### config.mk
export PLATFORM = sky130hd
export DESIGN_NAME = sha512_message_schedule_unit
export DESIGN_NICKNAME = d
export VERILOG_FILES = /design/src/rtl/sms_pkg.sv /design/src/rtl/sms_front.sv /design/src/rtl/sms_queue.sv /design/src/rtl/sms_back.sv /design/src/rtl/sha512_message_schedule_unit.sv
export SDC_FILE = /design/constraint.sdc
export NUM_CORES = 2
export LEC_CHECK = 0
export BUFFER_PORTS_ARGS = -buffer_cell sky130_fd_sc_hd__buf_2
export CORE_UTILIZATION = 31
export CTS_BUF_LIST = sky130_fd_sc_hd__clkbuf_4
export CTS_CLUSTER_SIZE = 24
export DETAILED_ROUTE_END_ITERATION = 8
export SLEW_MARGIN = 20
export SYNTH_ARGS = -nofsm -noshare
export SYNTH_HDL_FRONTEND = slang
export SYNTH_SLANG_ARGS = --single-unit
### constraint.sdc
create_clock -name clk -period 58 [get_ports clk]
set_input_delay 14.5 -clock clk [delete_from_list [all_inputs] [get_ports clk]]
set_output_delay 14.5 -clock clk [all_outputs]
set_load 0.005 [all_outputs]
### src/rtl/sms_pkg.sv
// Shared types, constants and sigma functions for the SHA-512 message schedule unit.
`timescale 1ns / 1ps

package sms_pkg;

  localparam int WORD_W      = 64;
  localparam int IDX_W       = 7;
  localparam int BLOCK_WORDS = 16;
  localparam int LOAD_W      = 4;
  localparam int STEP_W      = 6;

  localparam logic [LOAD_W-1:0] LAST_SLOT   = 4'd15;
  localparam logic [STEP_W-1:0] LAST_STEP   = 6'd63;
  localparam logic [IDX_W-1:0]  FIRST_INDEX = 7'd16;

  // Window taps, oldest word at position 0: w[i-16], w[i-15], w[i-7], w[i-2]
  localparam int TAP_W16 = 0;
  localparam int TAP_W15 = 1;
  localparam int TAP_W7  = 9;
  localparam int TAP_W2  = 14;

  typedef logic [WORD_W-1:0] word_t;

  typedef struct packed {
    word_t word;
    logic  last;
  } qentry_t;

  typedef struct packed {
    logic    valid;
    qentry_t entry;
  } push_t;

  typedef struct packed {
    logic full;
    logic empty;
  } qstat_t;

  function automatic word_t small_sigma0(input word_t x);
    return {x[0], x[63:1]} ^ {x[7:0], x[63:8]} ^ {7'b0, x[63:7]};
  endfunction

  function automatic word_t small_sigma1(input word_t x);
    return {x[18:0], x[63:19]} ^ {x[60:0], x[63:61]} ^ {6'b0, x[63:6]};
  endfunction

  // Four-operand sum: two carry-save levels, then one carry-propagate add
  function automatic word_t add4(input word_t a, input word_t b, input word_t c,
                                 input word_t d);
    word_t s1;
    word_t c1;
    word_t s2;
    word_t c2;
    s1 = a ^ b ^ c;
    c1 = ((a & b) | (a & c) | (b & c)) << 1;
    s2 = s1 ^ c1 ^ d;
    c2 = ((s1 & c1) | (s1 & d) | (c1 & d)) << 1;
    return s2 + c2;
  endfunction

endpackage

### src/rtl/sms_front.sv
// Front end: accept requests, tag the last word of each block.
`timescale 1ns / 1ps

module sms_front
  import sms_pkg::*;
(
  input  logic  clk,
  input  logic  rst,
  input  logic  start,
  input  word_t message_word,
  input  qstat_t qstat,
  output logic  busy,
  output push_t push
);

  logic [LOAD_W-1:0] words_loaded;
  logic              accept;

  assign busy   = qstat.full;
  assign accept = start && !qstat.full;

  assign push.valid      = accept;
  assign push.entry.word = message_word;
  assign push.entry.last = (words_loaded == LAST_SLOT);

  // Count words of the current block; wraps to zero after the sixteenth
  always_ff @(posedge clk) begin
    if (rst) begin
      words_loaded <= '0;
    end else if (accept) begin
      words_loaded <= words_loaded + 1'b1;
    end
  end

endmodule

### src/rtl/sms_queue.sv
// Short word queue between the front end and the expansion back end.
`timescale 1ns / 1ps

module sms_queue
  import sms_pkg::*;
#(
  parameter int DEPTH = 4
) (
  input  logic    clk,
  input  logic    rst,
  input  push_t   push,
  input  logic    pop,
  output qstat_t  qstat,
  output qentry_t head
);

  localparam int PTR_W = $clog2(DEPTH);
  localparam int CNT_W = $clog2(DEPTH + 1);
  localparam logic [PTR_W-1:0] PTR_LAST = PTR_W'(DEPTH - 1);
  localparam logic [CNT_W-1:0] CNT_FULL = CNT_W'(DEPTH);

  qentry_t            entries [DEPTH];
  logic [PTR_W-1:0]   wr_ptr;
  logic [PTR_W-1:0]   rd_ptr;
  logic [CNT_W-1:0]   count;

  assign qstat.full  = (count == CNT_FULL);
  assign qstat.empty = (count == '0);
  assign head        = entries[rd_ptr];

  always_ff @(posedge clk) begin
    if (push.valid) begin
      entries[wr_ptr] <= push.entry;
    end
  end

  always_ff @(posedge clk) begin
    if (rst) begin
      wr_ptr <= '0;
      rd_ptr <= '0;
      count  <= '0;
    end else begin
      if (push.valid) begin
        wr_ptr <= (wr_ptr == PTR_LAST) ? '0 : wr_ptr + 1'b1;
      end
      if (pop) begin
        rd_ptr <= (rd_ptr == PTR_LAST) ? '0 : rd_ptr + 1'b1;
      end
      unique case ({push.valid, pop})
        2'b10:   count <= count + 1'b1;
        2'b01:   count <= count - 1'b1;
        default: count <= count;
      endcase
    end
  end

endmodule

### src/rtl/sms_back.sv
// Back end: load window and expansion window, one schedule word per cycle.
`timescale 1ns / 1ps

module sms_back
  import sms_pkg::*;
(
  input  logic             clk,
  input  logic             rst,
  input  qentry_t          head,
  input  qstat_t           qstat,
  output logic             pop,
  output logic             result_valid,
  output word_t            schedule_word,
  output logic [IDX_W-1:0] schedule_index,
  output logic             run_last
);

  localparam logic ST_IDLE   = 1'b0;
  localparam logic ST_EXPAND = 1'b1;

  logic              state;
  logic [STEP_W-1:0] step;
  word_t             load_win     [BLOCK_WORDS];
  word_t             load_win_next[BLOCK_WORDS];
  word_t             exp_win      [BLOCK_WORDS];
  word_t             new_word;
  logic              finishing;
  logic              launch;

  assign finishing = (state == ST_EXPAND) && (step == LAST_STEP);
  // A block's last word waits until the expansion window frees up
  assign pop    = !qstat.empty && (!head.last || state == ST_IDLE || finishing);
  assign launch = pop && head.last;

  always_comb begin
    for (int k = 0; k < BLOCK_WORDS - 1; k++) begin
      load_win_next[k] = load_win[k + 1];
    end
    load_win_next[BLOCK_WORDS - 1] = head.word;
  end

  assign new_word = add4(exp_win[TAP_W16], small_sigma0(exp_win[TAP_W15]),
                         exp_win[TAP_W7], small_sigma1(exp_win[TAP_W2]));

  always_ff @(posedge clk) begin
    if (pop) begin
      load_win <= load_win_next;
    end
    if (launch) begin
      exp_win <= load_win_next;
    end else if (state == ST_EXPAND) begin
      for (int k = 0; k < BLOCK_WORDS - 1; k++) begin
        exp_win[k] <= exp_win[k + 1];
      end
      exp_win[BLOCK_WORDS - 1] <= new_word;
    end
    schedule_word  <= new_word;
    schedule_index <= FIRST_INDEX + {1'b0, step};
  end

  always_ff @(posedge clk) begin
    if (rst) begin
      state        <= ST_IDLE;
      step         <= '0;
      result_valid <= 1'b0;
      run_last     <= 1'b0;
    end else begin
      result_valid <= (state == ST_EXPAND);
      run_last     <= finishing;
      if (launch) begin
        state <= ST_EXPAND;
        step  <= '0;
      end else if (finishing) begin
        state <= ST_IDLE;
        step  <= '0;
      end else if (state == ST_EXPAND) begin
        step <= step + 1'b1;
      end
    end
  end

endmodule

### src/rtl/sha512_message_schedule_unit.sv
// Top level of the SHA-384/512 message schedule expansion unit.
`timescale 1ns / 1ps

// Feed the sixteen 64-bit words of a message block, word 0 first, one per
// request (start high while busy is low). After the sixteenth word the unit
// emits schedule words w[16]..w[79] in order, one per clock on consecutive
// cycles, each marked by result_valid for exactly one cycle; run_last flags
// w[79]. The receiver cannot stall the unit, so capture every strobed cycle.
// Words are taken one per cycle while the front queue (QUEUE_DEPTH
// entries) has room. Expansion produces one word per cycle from a single
// four-operand adder; when the unit was idle, taking the sixteenth word
// loads the expansion window, and the first result is then registered
// out from it. The next block loads into a separate window during
// expansion; busy rises when the queue fills behind a running expansion.

module sha512_message_schedule_unit
  import sms_pkg::*;
#(
  parameter int QUEUE_DEPTH = 4
) (
  input  logic             clk,
  input  logic             rst,
  input  logic             start,
  output logic             busy,
  input  logic [63:0]      message_word,
  output logic             result_valid,
  output logic [63:0]      schedule_word,
  output logic [IDX_W-1:0] schedule_index,
  output logic             run_last
);

  push_t   push;
  qstat_t  qstat;
  qentry_t head;
  logic    pop;

  // Accept and tag requests
  sms_front u_front (
    .clk          (clk),
    .rst          (rst),
    .start        (start),
    .message_word (message_word),
    .qstat        (qstat),
    .busy         (busy),
    .push         (push)
  );

  // Decouple accepts from the expansion
  sms_queue #(
    .DEPTH (QUEUE_DEPTH)
  ) u_queue (
    .clk   (clk),
    .rst   (rst),
    .push  (push),
    .pop   (pop),
    .qstat (qstat),
    .head  (head)
  );

  // Load windows and expand
  sms_back u_back (
    .clk            (clk),
    .rst            (rst),
    .head           (head),
    .qstat          (qstat),
    .pop            (pop),
    .result_valid   (result_valid),
    .schedule_word  (schedule_word),
    .schedule_index (schedule_index),
    .run_last       (run_last)
  );

endmodule

==> impl_metrics.ini <==
[timing]
rsz0062_at_grt = false
slew_headroom = 0.213
fin_ws_ns = 41.47
fin_setup_tns_ns = 0
fin_crit_ns = 16.53
fmax_ghz = 0.0605
final.setup_skew_ns = 0.0990
tightest_slew_ns = 1.18
final-max-slew-violation-count = 0
hold_viol_final = 0
setup_viol = 0
period_share = 0.285

[setup_path]
cp-start-kind = flip-flop
cp.arrival_ns = 2.03
slowest_delay_ns = 0.33
cp-end-kind = output port
cp_data_required_time_ns = 43.50
worstPathCellList = inv_1 > and3_1 > buf_2
reg2reg_from = u_back.exp_win[904]$_DFFE_PP_
cp-startpoint = u_queue.count[0]$_SDFFE_PP0P_
critPathBufInv = 2
crit_type = reg2out
cp_top_family = flip-flops
slowest_stage = dfxtp_1
cp_max_fo = 3

[logic_synthesis]
yosysWarnings = 0
syn_area_sq_um = 92900
ys_seq_area_frac = 0.746
avgSynthCellArea_sq_um = 13.5
async_flop_share = 0
synth_ff_type = edfxtp_1
synth.distinct_cells = 60
synth_seq_cells = 2337
syn_nets = 7143
syn_inst = 6877
synth-edff-count = 2244

[clocking]
post_cts_buffers = 0
cts-root-buf = clkbuf_4
tritoncts = done
numCtsBuffers = 561
cts_resized = 0
clock-sinks = 2337
clock_path_buffers = 4
cts_hold_buffers = 0
clk_pin_slew_ns = 0.07
clk_latency_ns = 1.26
htreeDepth = 6

[placement]
hpwl_mm = 133
port_buffers = 140
pre_cts_ws_ns = 40.85
gp_congestion = 0.882
dpl.cell_count = 10700

[cells_and_area]
drive_gt1_frac = 0.149
postLayoutCoreUtil = 0.352
instances_no_fill = 11700
fin_nets = 7640
final_cell_mix = 2,950 x nand2_1, 2,244 x edfxtp_1, 790 x clkbuf_4, 272 x inv_1, 178 x xnor2_1
regArea_sq_um = 69300
final_common_cell = nand2_1
multiInputGateArea_sq_um = 21600
area_delta_synth_final_pct = 12.9
num-fill-cells = 28500

[die]
initial_core_util = 0.312
coreArea_sq_um = 298000
die_area_sq_um = 302000
ios = 141
die_height_microns = 549
die_w_microns = 549
fp-row-count = 200

[global_routing]
grt-ovfl-total = 0
grt_pass1_wl_mm = 317
track_usage = 0.138
grt_pass1_vias = 52200
antenna_found_initial = 9
grt_max_degree = 202

[drt]
ant_nets = 0
viasPerCell = 4.45
routedWlPerCell_microns = 18.0
drt_iter0_drc = 4109
drc_errors = 0
first_pass_iters = 5
vias = 52000
drt_wl_total_mm = 210

[hold_path]
hp-start = u_back.step[1]$_SDFFE_PP0P_
hp-class = reg2reg

[outcome]
status = completed

[job]
max_cap_viol_count = 0
-- layout make-up --
cell class                 count  share of cell area
sequential                  2337               0.661
clock inverter               128             0.00755
tap                         3939              0.0470
multi-input combinational   3997               0.206
clock buffer                 790              0.0566
timing repair buffer         203              0.0120
antenna                        9            0.000215
inverter                     274             0.00988
-- metal layers --
metal	global-route usage	part of all wire	wire, microns	up-vias
met5	0	0.000038	8	-
li1	-	-	-	24700
met4	0.0431	0.021	4360	2
met1	0.194	0.46	96500	25500
met2	0.215	0.47	97700	1411
met3	0.0240	0.054	11400	308
-- worst paths after layout --
path,end,slack [ns],depth (start not counted)
setup reg to reg,u_back.schedule_word[61]$_DFF_P_,51.00,19
hold reg to reg,u_back.schedule_index[1]$_DFF_P_,0.36,0
setup / recovery,busy,41.47,3
hold / removal,u_back.schedule_index[1]$_DFF_P_,0.36,0
-- metrics by stage --
stage	hold WS, ns	area (sq um)
after global routing	0.388	105000
after floorplan	0.367	92900
after CTS	0.369	105000
final	0.363	105000
after detailed placement	0.406	98100
after global placement	0.415	98100
-- cells in the mapped netlist (all sizes together), types with 2 or more instances --
master  instances  area share
inv           274       0.011
a211oi          7     0.00057
dfxtp          93       0.020
nand4          15      0.0010
and2           10     0.00067
nand3          14     0.00075
a21oi          79      0.0043
or3             8     0.00054
buf            17     0.00074
a31oi          10     0.00074
o21ai         106      0.0057
nor2           54      0.0022
and3           11     0.00074
a211o           2     0.00019
a221o           2     0.00022
o21a            8     0.00065
clkbuf        252       0.010
a41oi           3     0.00036
nor2b           6     0.00040
xor2          138       0.013
nand2        2950        0.12
o31ai           7     0.00071
ha             72      0.0097
fa            127       0.027
nand2b          6     0.00040
a221oi          3     0.00035
nor3           14     0.00081
nor4            3     0.00020
a31o            3     0.00028
o211ai          5     0.00040
o21bai         12     0.00097
o31a            2     0.00020
xnor2         179       0.017
mux4           65       0.016
edfxtp       2244        0.73
o211a           2     0.00022
a21boi          3     0.00024
mux2           15      0.0018
a21o           48      0.0039
-- kinds of logic after synthesis --
family          after synthesis  share of synthesized area
buf+inv                     543                     0.0220
fa+ha+maj                   199                     0.0371
flops                      2337                      0.746
compound gates              305                     0.0204
mux                          81                     0.0177
simple gates               3095                      0.127
xor+xnor                    317                     0.0300
-- registers in the layout, summed over array words and instances (netlist names), 3 cells and up, named ones only --
signal	flops
u_front.words_loaded	4
u_back.step	6
u_back.exp_win	1024
u_back.schedule_word	64
u_queue.entries	260
u_back.schedule_index	7
u_queue.count	3
u_back.load_win	960
Power is not shown: default switching activity piles up to over one toggle a cycle in this logic, so the estimate is an artifact.
